$ cat src/hw/rtl/tpe_pkg.sv
// Shared types, constants and rounding helpers for the trivariate polynomial evaluator.
package tpe_pkg;

   localparam int DEGREE_W = 4;
   localparam int COEF_W   = 32;
   localparam int COORD_W  = 16;
   localparam int PW_W     = 32;
   localparam int PROD_W   = 64;
   localparam int ACC_W    = 56;
   localparam int OUT_W    = 48;
   localparam int INDEX_W  = 9;
   localparam int CSR_AW   = 2;
   localparam int CSR_DW   = 32;

   localparam logic [0:0]        OP_LOAD         = 1'b0;
   localparam logic [0:0]        OP_EVAL         = 1'b1;
   localparam logic [CSR_AW-1:0] CSR_DEGREE_ADDR = 2'd0;

   localparam logic signed [PW_W-1:0]  ONE_Q30 = 32'sd1073741824;
   localparam logic signed [ACC_W-1:0] OUT_MAX = (56'sd1 <<< 47) - 56'sd1;
   localparam logic signed [ACC_W-1:0] OUT_MIN = -(56'sd1 <<< 47);

   typedef enum logic [2:0] {
      ST_IDLE,
      ST_POWERS,
      ST_MAC,
      ST_DRAIN,
      ST_DONE
   } ctrl_state_type;

   typedef struct packed {
      logic coef_wr;
      logic start;
      logic pow_step;
      logic issue;
      logic out_load;
   } dp_cmd_type;

   typedef struct packed {
      logic pow_last;
      logic mac_last;
      logic pipe_busy;
   } dp_status_type;

   // round half up, then drop 15 fraction bits
   function automatic logic signed [PROD_W-1:0] rnd_q15(input logic signed [PROD_W-1:0] v);
      return (v + 64'sd16384) >>> 15;
   endfunction

   // round half up, then drop 30 fraction bits
   function automatic logic signed [PROD_W-1:0] rnd_q30(input logic signed [PROD_W-1:0] v);
      return (v + 64'sd536870912) >>> 30;
   endfunction

endpackage

$ cat src/hw/rtl/tpe_ctrl.sv
// Control state machine: sequences loads, power build-up, monomial issue and result hand-off.
module tpe_ctrl (
   input  logic                    clock,
   input  logic                    reset,
   input  logic                    req_valid,
   input  logic                    req_op,
   output logic                    req_ready,
   output logic                    rsp_valid,
   input  logic                    rsp_ready,
   input  tpe_pkg::dp_status_type  status,
   output tpe_pkg::dp_cmd_type     cmd,
   output tpe_pkg::ctrl_state_type state
);

   tpe_pkg::ctrl_state_type state_ff, state_in;
   logic rsp_valid_ff, rsp_valid_in;

   always_comb begin
      state_in = state_ff;
      case (state_ff)
         tpe_pkg::ST_IDLE: begin
            if (req_valid && (req_op == tpe_pkg::OP_EVAL)) state_in = tpe_pkg::ST_POWERS;
         end
         tpe_pkg::ST_POWERS: begin
            if (status.pow_last) state_in = tpe_pkg::ST_MAC;
         end
         tpe_pkg::ST_MAC: begin
            if (status.mac_last) state_in = tpe_pkg::ST_DRAIN;
         end
         tpe_pkg::ST_DRAIN: begin
            if (!status.pipe_busy) state_in = tpe_pkg::ST_DONE;
         end
         tpe_pkg::ST_DONE: begin
            if (!rsp_valid_ff || rsp_ready) state_in = tpe_pkg::ST_IDLE;
         end
         default: state_in = tpe_pkg::ST_IDLE;
      endcase
   end

   always_comb begin
      req_ready    = (state_ff == tpe_pkg::ST_IDLE);
      cmd.coef_wr  = req_ready && req_valid && (req_op == tpe_pkg::OP_LOAD);
      cmd.start    = req_ready && req_valid && (req_op == tpe_pkg::OP_EVAL);
      cmd.pow_step = (state_ff == tpe_pkg::ST_POWERS);
      cmd.issue    = (state_ff == tpe_pkg::ST_MAC);
      cmd.out_load = (state_ff == tpe_pkg::ST_DONE) && (!rsp_valid_ff || rsp_ready);
      // hold the result until taken, refill as soon as the slot frees
      if (cmd.out_load) begin
         rsp_valid_in = 1'b1;
      end else if (rsp_ready) begin
         rsp_valid_in = 1'b0;
      end else begin
         rsp_valid_in = rsp_valid_ff;
      end
   end

   always_ff @(posedge clock) begin
      if (reset) begin
         state_ff     <= tpe_pkg::ST_IDLE;
         rsp_valid_ff <= 1'b0;
      end else begin
         state_ff     <= state_in;
         rsp_valid_ff <= rsp_valid_in;
      end
   end

   assign rsp_valid = rsp_valid_ff;
   assign state     = state_ff;

endmodule

$ cat config.mk
export PLATFORM = sky130hd
export DESIGN_NAME = tpe_ctrl
export DESIGN_NICKNAME = d
export VERILOG_FILES = /design/src/hw/rtl/tpe_pkg.sv /design/src/hw/rtl/tpe_ctrl.sv
export SDC_FILE = /design/constraint.sdc
export NUM_CORES = 1
export LEC_CHECK = 0
export ABC_AREA = 1
export BUFFER_PORTS_ARGS = -buffer_cell sky130_fd_sc_hd__buf_2
export CAP_MARGIN = 20
export CORE_AREA = 2 2 39 41
export CTS_CLUSTER_SIZE = 40
export DETAILED_ROUTE_END_ITERATION = 16
export DIE_AREA = 0 0 41 43
export HOLD_SLACK_MARGIN = 0.12
export PLACE_DENSITY = 0.51
export SETUP_SLACK_MARGIN = 0.02
export SYNTH_ARGS = -nofsm -noshare
export SYNTH_HDL_FRONTEND = slang
export SYNTH_SLANG_ARGS = --single-unit
export TNS_END_PERCENT = 5
$ cat constraint.sdc
create_clock -name clock -period 1.7 [get_ports clock]
set_clock_uncertainty 0.05 [all_clocks]
set_input_delay 0.085 -clock clock [delete_from_list [all_inputs] [get_ports clock]]
set_output_delay 0.085 -clock clock [all_outputs]
set_load 0.03 [all_outputs]
==> flow_summary.json, run 1 <==
{
  "clock-sinks": 4,
  "finalCritPeriodShare_pct": 83.4,
  "synthSimpleGateAreaFrac_pct": 55.8,
  "worst_pin_slew_ns": 0.323,
  "grt-ovfl-total": 0,
  "synthMuxAreaShare_pct": 0,
  "start_util_pct": 21.7,
  "cts_buffer_depth": 2,
  "n_antenna_cell": 0,
  "synth_fa_ha_area_share_pct": 0,
  "startpoint_type": "flip-flop",
  "crit_buf_inv": 2,
  "yosysSeqAreaShare_pct": 26.7,
  "cpMostUsedCell": "nor2_2",
  "clk_pin_slew_worst_paths_ns": 0.04,
  "portBuffers": 17,
  "core_area_um2": 1380,
  "finalCriticalPeriod_ns": 1.42,
  "slowest_stage": "dfxtp_1",
  "drtPass1Iterations": 4,
  "setup-violations-final": 0,
  "grt_max_degree": 11,
  "cp_top_family": "simple AND/OR/NAND/NOR gates",
  "hold_depth": 4,
  "crit_cells": 6,
  "critPathKind": "flip-flop to primary output",
  "vias": 361,
  "track_usage_pct": 10.1,
  "wl_per_cell_um": 7.83,
  "area_delta_synth_final_pct": 41.7,
  "ff2ff_setup_slack_ns": 0.38,
  "crit_chain": "nor2_2 -> inv_1 -> nor2_2 -> nand2_1 -> nor2_1 -> buf_2",
  "yosys_warnings": 0,
  "drt_iter0_markers": 5,
  "status": "finished, final reports clean",
  "slew_headroom_pct": 78.4,
  "synth_top_family_by_area": "simple AND/OR/NAND/NOR gates",
  "grt_antenna_before_repair": 0,
  "required_ns": 1.56,
  "layout-drive-gt1-share_pct": 38.9,
  "drv_slew": 0,
  "nFillCells": 165,
  "rsz0062_at_grt": "no",
  "crit_path_end_kind": "primary output",
  "cts_tree": "yes",
  "r2r_end": "state[2]$_SDFFE_PP0P_",
  "gp_congestion": 0.770,
  "synth-compound-area-share_pct": 0,
  "worst-endpoint-arrival_ns": 1.28,
  "ir_worst_vdd_mv": 0.627,
  "critical_path.max_stage_delay_ns": 0.36,
  "final_common_cell": "buf_2",
  "powerDensity_nw_per_um2": 2160,
  "die_area_um2": 1760,
  "final_hold_viol_count": 0,
  "drc": 0,
  "hpwl_um": 583,
  "syn_area_per_cell_um2": 5.67,
  "hp-class": "input port to flip-flop",
  "ios": 18,
  "via_per_inst": 4.10,
  "drt-total-wl_um": 689,
  "critPathLaunch": "state[2]$_SDFFE_PP0P_",
  "power.leakage_uw": 0.000266,
  "dieWidth_um": 41,
  "cp_max_fo": 6,
  "yosys.cell_types.count": 12,
  "die_y_um": 43,
  "tns_ns": 0,
  "yosys-top-cells-area": "dfxtp_1 27%, nand2_1 16%, nor2_1 16%",
  "synth.top_cell.area_share_pct": 26.7,
  "grt_pass1_vias": 309,
  "clk_latency_ns": 0.23,
  "min_from": "rsp_ready",
  "r2r_start": "state[1]$_SDFFE_PP0P_",
  "synth_xor_area_share_pct": 0,
  "cts_made_buffers": 3,
  "hold_path_end": "rsp_valid$_SDFFE_PP0P_",
  "grt_pass1_wl_um": 1170,
  "nNetsFinal": 82,
  "num_rows": 14,
  "synth_top_area_cell": "dfxtp_1",
  "synth_area_um2": 300,
  "cts_max_level": 1,
  "layout_common_cells": "17 x buf_2, 13 x nand2_1, 12 x nor2_1",
  "rr_worst_depth": 7,
  "ant_nets": 0,
  "final_util_pct": 30.7,
  "ys_ff_latch": 4,
  "fmax_mhz": 705,
  "syn_nets": 61,
  "cts-root-buf": "clkbuf_4",
  "cap_violations": 0,
  "netlist_instances": 53
}
cell families (layout without fill, tap and decap cells):
group                  count (synthesis)  after routing
buffers and inverters                 12             31
DFF                                    4              4
and+or+nand+nor                       37             37
worst reg2reg max path, stage by stage, from the launching register on:
cell and delay, ns:
dfxtp_1 0.50, inv_1 0.13, nand3_1 0.12, nand3_2 0.10, nor2_4 0.15, nand2_1 0.08, nand2_1 0.06, nor2_1 0.03
cell type report:
type | instances | area (um2) | share of cell area [%]
Tap cell | 16 | 20.0 | 4.71
Multi-Input combinational cell | 37 | 170 | 40.0
Sequential cell | 4 | 80.1 | 18.8
Inverter | 10 | 37.5 | 8.82
Clock buffer | 3 | 22.5 | 5.29
Timing Repair Buffer | 18 | 95.1 | 22.4
cells in the mapped netlist:
library cell / number
nor3_1: 1
nand3_1: 5
dfxtp_1: 4
nor2_1: 13
nor2_4: 1
nand3_2: 1
nand2_2: 1
inv_2: 2
buf_4: 2
nand2_1: 13
inv_1: 8
nor2_2: 2
worst max-delay path by stage:
stage | endpoint
finish | cmd[4]
global route | cmd[4]
CTS | cmd[4]
global placement | state[0]$_SDFFE_PP0P_
floorplan | cmd[4]
detailed placement | state[2]$_SDFFE_PP0P_
sequential cells by signal (all words and copies together), names as in the netlist:
name       count
rsp_valid      1
state          3
through the flow:
stage | cell area, um2 | worst slack (ns) | total power, uW | hold WS (ns) | cells
2_1_floorplan | 303 | 0.0457 | 685 | 0.107 | 53
6_report | 425 | 0.282 | 920 | 0.138 | 88
3_5_place_dp | 393 | 0.383 | 815 | 0.215 | 84
4_1_cts | 425 | 0.251 | 938 | 0.141 | 88
5_1_grt | 425 | 0.102 | 1020 | 0.154 | 88
3_3_place_gp | 393 | 0.436 | 807 | 0.208 | 84
layer usage:
layer	global-route usage, %	share of wire (%)	vias up
met5	0	0	-
met2	14.1	54	6
met3	6.28	2.2	0
met4	6.00	0	0
met1	11.3	44	163
li1	-	-	192
timing repair:
item,in CTS,in global routing
gates resized for setup,0,0
buffers inserted,0,0
hold buffers,1,0
endpoints found under the hold margin,4,0
where the power goes:
part / internal, uW / total, uW / switching [uW]
clock network: 78.7 / 114 / 35.4
registers: 132 / 189 / 56.9
logic: 184 / 617 / 432
Note: power is estimated with default switching activity, not from simulation.
==> run 2, diff against run 1 <==
--- a/config.mk
+++ b/config.mk
@@ -5,7 +5,7 @@
 export SDC_FILE = /design/constraint.sdc
 export NUM_CORES = 1
 export LEC_CHECK = 0
-export ABC_AREA = 1
+export ABC_AREA = 0
 export BUFFER_PORTS_ARGS = -buffer_cell sky130_fd_sc_hd__buf_2
 export CAP_MARGIN = 20
 export CORE_AREA = 2 2 39 41
@@ -13,7 +13,7 @@
 export DETAILED_ROUTE_END_ITERATION = 16
 export DIE_AREA = 0 0 41 43
 export HOLD_SLACK_MARGIN = 0.12
-export PLACE_DENSITY = 0.51
+export PLACE_DENSITY = 0.55
 export SETUP_SLACK_MARGIN = 0.02
 export SYNTH_ARGS = -nofsm -noshare
 export SYNTH_HDL_FRONTEND = slang
==> constraint.sdc (replaced) <==
create_clock -name clock -period 1.3 [get_ports clock]
set_clock_uncertainty 0.05 [all_clocks]
set_input_delay 0.065 -clock clock [delete_from_list [all_inputs] [get_ports clock]]
set_output_delay 0.065 -clock clock [all_outputs]
set_load 0.03 [all_outputs]
==> run 2 against run 1 <==
Against the previous run:
- sequential power is 7% higher
- area after synthesis is 8.7% higher
- critical endpoint is now cmd[3]
- die area stayed put
- power is 40% higher
- the flow now finishes with violations (negative setup slack)
- routed wire length is 33% higher
- via count is 6.4% higher
- largest cell class is now buffers
- synthesized cell count is 28% lower
- count of clock-buffer cells in the layout stayed put
- utilization is 15 points higher
- non-clock buffer count is 16 higher
==> flow_summary.json, run 2 <==
{
  "n_antenna_cell": 0,
  "cp_max_fo": 4,
  "hp-class": "input port to flip-flop",
  "cts_max_level": 1,
  "grt-ovfl-total": 0,
  "grt_pass1_wl_um": 1540,
  "ios": 18,
  "critical_path.max_stage_delay_ns": 0.35,
  "crit_cells": 4,
  "fmax_mhz": 744,
  "cts_made_buffers": 3,
  "gp_congestion": 0.696,
  "layout_common_cells": "13 x buf_4, 12 x buf_2, 6 x buf_6",
  "grt_antenna_before_repair": 0,
  "slew_headroom_pct": 88.1,
  "drc": 0,
  "drv_slew": 0,
  "yosys_warnings": 0,
  "synthArstFlopShare_pct": 0,
  "slowest_stage": "dfxtp_4",
  "crit_chain": "buf_6 -> nor3_4 -> and3_4 -> buf_6",
  "dpl-instance-area_um2": 488,
  "largest_reg_flops": 3,
  "cp_top_family": "simple AND/OR/NAND/NOR gates",
  "clk_latency_ns": 0.23,
  "synth_ff_type": "dfxtp_1",
  "layout-drive-gt1-share_pct": 71.8,
  "multiInputGateArea_um2": 239,
  "seqCellArea_um2": 90.1,
  "start_util_pct": 23.6,
  "core_area_um2": 1380,
  "finalCriticalPeriod_ns": 1.34,
  "synth_area_um2": 327,
  "hold_depth": 4,
  "grt_pass1_vias": 393,
  "drt-total-wl_um": 913,
  "finalCritPeriodShare_pct": 103,
  "wl_per_cell_um": 10.5,
  "setup-violations-final": 3,
  "nFillCells": 141,
  "nNetsFinal": 81,
  "crit_path_end_kind": "primary output",
  "drtPass1Iterations": 3,
  "hpwl_um": 664,
  "tns_ns": -0.0839,
  "ys_ff_latch": 4,
  "via_per_inst": 4.41,
  "status": "finished with violations",
  "ant_nets": 0,
  "powerDensity_nw_per_um2": 2040,
  "syn_area_per_cell_um2": 8.59,
  "fin_area_um2": 631,
  "die_area_um2": 1760,
  "synth_edf_count": 0,
  "final_hold_viol_count": 0,
  "finalWorstSetupSlack_ns": -0.0446,
  "num_rows": 14,
  "track_usage_pct": 13.1,
  "critPathKind": "flip-flop to primary output",
  "crit_buf_inv": 2,
  "cts_buffer_depth": 2,
  "syn_nets": 46,
  "cts_tree": "yes",
  "clk_pin_slew_worst_paths_ns": 0.04,
  "synth_common_cells": "4 x dfxtp_1, 3 x nand2_1, 3 x nor2_1, 3 x nor3_1",
  "required_ns": 1.19,
  "violations": "negative setup slack",
  "worst_pin_slew_ns": 0.178,
  "ir_worst_vdd_mv": 0.825,
  "grt_max_degree": 7,
  "die_y_um": 43,
  "cap_violations": 0,
  "final_common_cell": "buf_4",
  "dieWidth_um": 41,
  "vias": 384,
  "netlist_instances": 38,
  "rsz0062_at_grt": "yes",
  "cts-root-buf": "clkbuf_4",
  "clock-sinks": 4,
  "drt_iter0_markers": 5,
  "yosysMostFrequentCell": "dfxtp_1",
  "area_delta_synth_final_pct": 93.1,
  "rr_worst_depth": 5,
  "cpMostUsedCell": "buf_6",
  "worst-endpoint-arrival_ns": 1.23,
  "yosys.cell_types.count": 26,
  "synth.top_cell.area_share_pct": 24.5,
  "yosysSeqAreaShare_pct": 24.5,
  "power.leakage_uw": 0.000300,
  "startpoint_type": "flip-flop",
  "yosys-top-cells-area": "dfxtp_1 25%, buf_6 6.9%, nor3_1 4.6%",
  "portBuffers": 17,
  "synth_top_area_cell": "dfxtp_1"
}
## run 2: changes by cell type after synthesis, moves of 2 or more
cell and delta:
nor2_2 -2, a21oi_1 +2, nor3_1 +2, buf_6 +2
nor2_1 -10, nand3_1 -4, inv_1 -7, nand2_1 -10
inv_2 -2, nor3b_1 +2
## run 2: kinds of logic (layout without fill, tap and decap cells)
logic type / after synthesis / in the layout / share of synthesized area, %
buffers and inverters: 5 / 38 / 11.9
flip-flops: 4 / 4 / 24.5
AO/OA/AOI/OAI: 7 / 7 / 18.8
AND/OR/NAND/NOR: 19 / 19 / 34.5
multiplexers: 2 / 2 / 7.66
XOR/XNOR: 1 / 1 / 2.68
## run 2: what timing repair did
item | 4_1_cts | 5_1_grt
pin swaps | 8 | 3
endpoints found under the hold margin | 3 | 0
endpoints found under the setup margin | 8 | 9
setup buffers | 5 | 0
gates resized for setup | 17 | 2
hold buffers | 3 | 0
## run 2: power breakdown
| part | total, uW | switching, uW | leakage [uW] | internal, uW |
|---|---|---|---|---|
| logic | 931 | 456 | 0.000252 | 476 |
| registers | 202 | 36.1 | 0.0000349 | 166 |
| clock network | 152 | 49.2 | 0.0000138 | 103 |
## run 2: final timing paths
path,end,slack (ns),from
min reg2reg,rsp_valid$_SDFFE_PP0P_,0.47,state[2]$_SDFFE_PP0P_
min,state[2]$_SDFFE_PP0P_,0.21,rsp_ready
max,cmd[3],-0.04,state[0]$_SDFFE_PP0P_
max reg2reg,state[1]$_SDFFE_PP0P_,-0.01,state[0]$_SDFFE_PP0P_
## run 2: worst reg2reg max path, stage by stage (launching register included)
cell,delay (ns)
dfxtp_4,0.35
buf_4,0.14
a211oi_2,0.19
o21ai_2,0.10
o211ai_2,0.07
mux2_4,0.31
## run 2: final cells by class
| cell class | count | share of cell area, % |
|---|---|---|
| clock buffers | 3 | 3.57 |
| well taps | 16 | 3.17 |
| repair buffers | 34 | 40.5 |
| flip-flops and latches | 4 | 14.3 |
| inverters | 1 | 0.595 |
| multi-input cells | 29 | 37.9 |
## run 2: routing by layer
metal	vias to the layer above	track usage (%)	part of all wire (%)
met2	11	20.0	47
met4	0	2.00	0
li1	201	-	-
met5	-	0	0
met3	0	7.85	6.2
met1	172	15.4	46
## run 2: through the flow
| stage | hold WS (ns) | worst slack [ns] | std cells | total power (uW) | util (%) |
|---|---|---|---|---|---|
| after floorplan | 0.0841 | -0.251 | 38 | 727 | - |
| after global placement | 0.250 | -0.0201 | 76 | 947 | 35.3 |
| after detailed placement | 0.249 | -0.0566 | 76 | 955 | 35.3 |
| after CTS | 0.197 | -0.0341 | 87 | 1290 | 45.1 |
| after global routing | 0.246 | -0.120 | 87 | 1380 | 45.6 |
| final | 0.210 | -0.0446 | 87 | 1290 | 45.6 |
==> run 3, diff against run 2 <==
--- a/config.mk
+++ b/config.mk
@@ -13,7 +13,7 @@
 export DETAILED_ROUTE_END_ITERATION = 16
 export DIE_AREA = 0 0 41 43
 export HOLD_SLACK_MARGIN = 0.12
-export PLACE_DENSITY = 0.55
+export PLACE_DENSITY = 0.53
 export SETUP_SLACK_MARGIN = 0.02
 export SYNTH_ARGS = -nofsm -noshare
 export SYNTH_HDL_FRONTEND = slang
==> constraint.sdc (replaced) <==
create_clock -name clock -period 1.6 [get_ports clock]
set_clock_uncertainty 0.05 [all_clocks]
set_input_delay 0.08 -clock clock [delete_from_list [all_inputs] [get_ports clock]]
set_output_delay 0.08 -clock clock [all_outputs]
set_load 0.03 [all_outputs]
==> run 3 against run 2 <==
Against the previous run:
- the run now ends clean
- clock power decreased by 13%
- worst setup slack better by 0.18 ns
- via count decreased by 9.6%
- power fell by 35%
- sequential power decreased by 7%
- largest cell class is now multi-input combinational cells
==> flow_summary.json, run 3 (synthesis gave the netlist of run 2 again) <==
{
  "status": "finished, final reports clean",
  "final_hold_viol_count": 0,
  "crit_buf_inv": 2,
  "cts_tree": "yes",
  "setup-violations-final": 0,
  "cp_max_fo": 8,
  "hpwl_um": 604,
  "area_delta_synth_final_pct": 47.1,
  "required_ns": 1.47,
  "power.leakage_uw": 0.000230,
  "drt_iter0_markers": 7,
  "ios": 18,
  "largest_reg_flops": 3,
  "die_area_um2": 1760,
  "layout-drive-gt1-share_pct": 57.6,
  "drv_slew": 0,
  "fmax_mhz": 684,
  "start_util_pct": 23.6,
  "grt_max_degree": 11,
  "ant_nets": 0,
  "worst-endpoint-arrival_ns": 1.33,
  "cts-root-buf": "clkbuf_4",
  "cap_violations": 0,
  "grt_pass1_wl_um": 1240,
  "nNetsFinal": 69,
  "ir_worst_vdd_mv": 0.602,
  "layout_common_cells": "17 x buf_2, 3 x nor2_1, 3 x nand2_1, 3 x clkbuf_4, 3 x buf_4",
  "nFillCells": 157,
  "grt_pass1_vias": 303,
  "n_antenna_cell": 0,
  "seqCellArea_um2": 82.6,
  "grt-ovfl-total": 0,
  "num_rows": 14,
  "hp-class": "input port to flip-flop",
  "slowest_stage": "dfxtp_1",
  "final_util_pct": 34.7,
  "worst_pin_slew_ns": 0.243,
  "clock-sinks": 4,
  "powerDensity_nw_per_um2": 1740,
  "cts_made_buffers": 3,
  "via_per_inst": 4.63,
  "core_area_um2": 1380,
  "postCtsSetupBuffers": 0,
  "drt-total-wl_um": 763,
  "portBuffers": 17,
  "wl_per_cell_um": 10.2,
  "crit_chain": "buf_4 -> nor3_4 -> and3_1 -> buf_2",
  "grt_antenna_before_repair": 0,
  "track_usage_pct": 10.5,
  "cp_top_family": "buffers and inverters",
  "critPathKind": "flip-flop to primary output",
  "finalCriticalPeriod_ns": 1.46,
  "crit_path_end_kind": "primary output",
  "rsz0062_at_grt": "yes",
  "critical_path.max_stage_delay_ns": 0.36,
  "ff2ff_setup_slack_ns": 0.24,
  "clk_latency_ns": 0.24,
  "drc": 0,
  "cts_max_level": 1,
  "dieWidth_um": 41,
  "final_common_cell": "buf_2",
  "clk_pin_slew_worst_paths_ns": 0.04,
  "drtPass1Iterations": 3,
  "slew_headroom_pct": 83.8,
  "die_y_um": 43,
  "cts_buffer_depth": 2,
  "multiInputGateArea_um2": 224,
  "startpoint_type": "flip-flop",
  "holdWs_ns": 0.121,
  "gp_congestion": 0.709,
  "vias": 347,
  "finalCritPeriodShare_pct": 91.4
}
[run 3: cell count changes in the layout (fill, tap and decap cells not counted), moves of 2 or more]
cell	change
dfxtp_4	-2
buf_6	-6
nor2_1	+2
dfxtp_1	+2
buf_2	+5
buf_4	-10
nor2_2	-2
[run 3: layer usage]
| metal | part of all wire, % | track usage, % | vias up |
|---|---|---|---|
| li1 | - | - | 179 |
| met3 | 3.5 | 4.71 | 2 |
| met2 | 51 | 15.0 | 7 |
| met1 | 44 | 12.5 | 159 |
| met5 | 0 | 0 | - |
| met4 | 1.6 | 6.00 | 0 |
[run 3: timing repair]
item | in CTS | in global routing
hold endpoints to repair | 3 | 0
resized for setup | 0 | 2
endpoints found under the setup margin | 0 | 3
hold buffers | 2 | 0
[run 3: worst register-to-register path: cells and delay by family, from the launching register on]
family | cells | cell delay (ns)
compound gates | 2 | 0.21
flops | 1 | 0.44
mux | 1 | 0.31
simple gates | 1 | 0.25
[run 3: power breakdown]
group / internal [uW] / leakage, uW / switching [uW]
Clock: 84.4 / 0.0000138 / 47.8
Combinational: 221 / 0.000183 / 294
Sequential: 127 / 0.0000333 / 59.0
Total: 433 / 0.000230 / 401
[run 3: path summary, 6_finish.rpt]
check | from | to | cells after the start
setup / recovery | state[2]$_SDFFE_PP0P_ | cmd[3] | 4
hold / removal | rsp_ready | rsp_valid$_SDFFE_PP0P_ | 3
setup reg to reg | state[2]$_SDFFE_PP0P_ | state[1]$_SDFFE_PP0P_ | 4
hold reg to reg | rsp_valid$_SDFFE_PP0P_ | rsp_valid$_SDFFE_PP0P_ | 2
[run 3: per-stage QoR]
stage / instances / worst slack, ns / instance area, um2 / TNS, ns / total power, uW
after floorplan: 38 / -0.0569 / 343 / -0.0569 / 584
after global placement: 70 / 0.212 / 435 / 0 / 694
after detailed placement: 70 / 0.213 / 435 / 0 / 697
after CTS: 75 / 0.0580 / 478 / 0 / 837
after global routing: 75 / 0.0199 / 480 / 0 / 891
final: 75 / 0.137 / 480 / 0 / 834
[run 3: area by class of cell]
type / instances / share of cell area, %
Clock buffer: 3 / 4.69
Inverter: 1 / 0.781
Multi-Input combinational cell: 29 / 46.6
Sequential cell: 4 / 17.2
Tap cell: 16 / 4.17
Timing Repair Buffer: 22 / 26.6
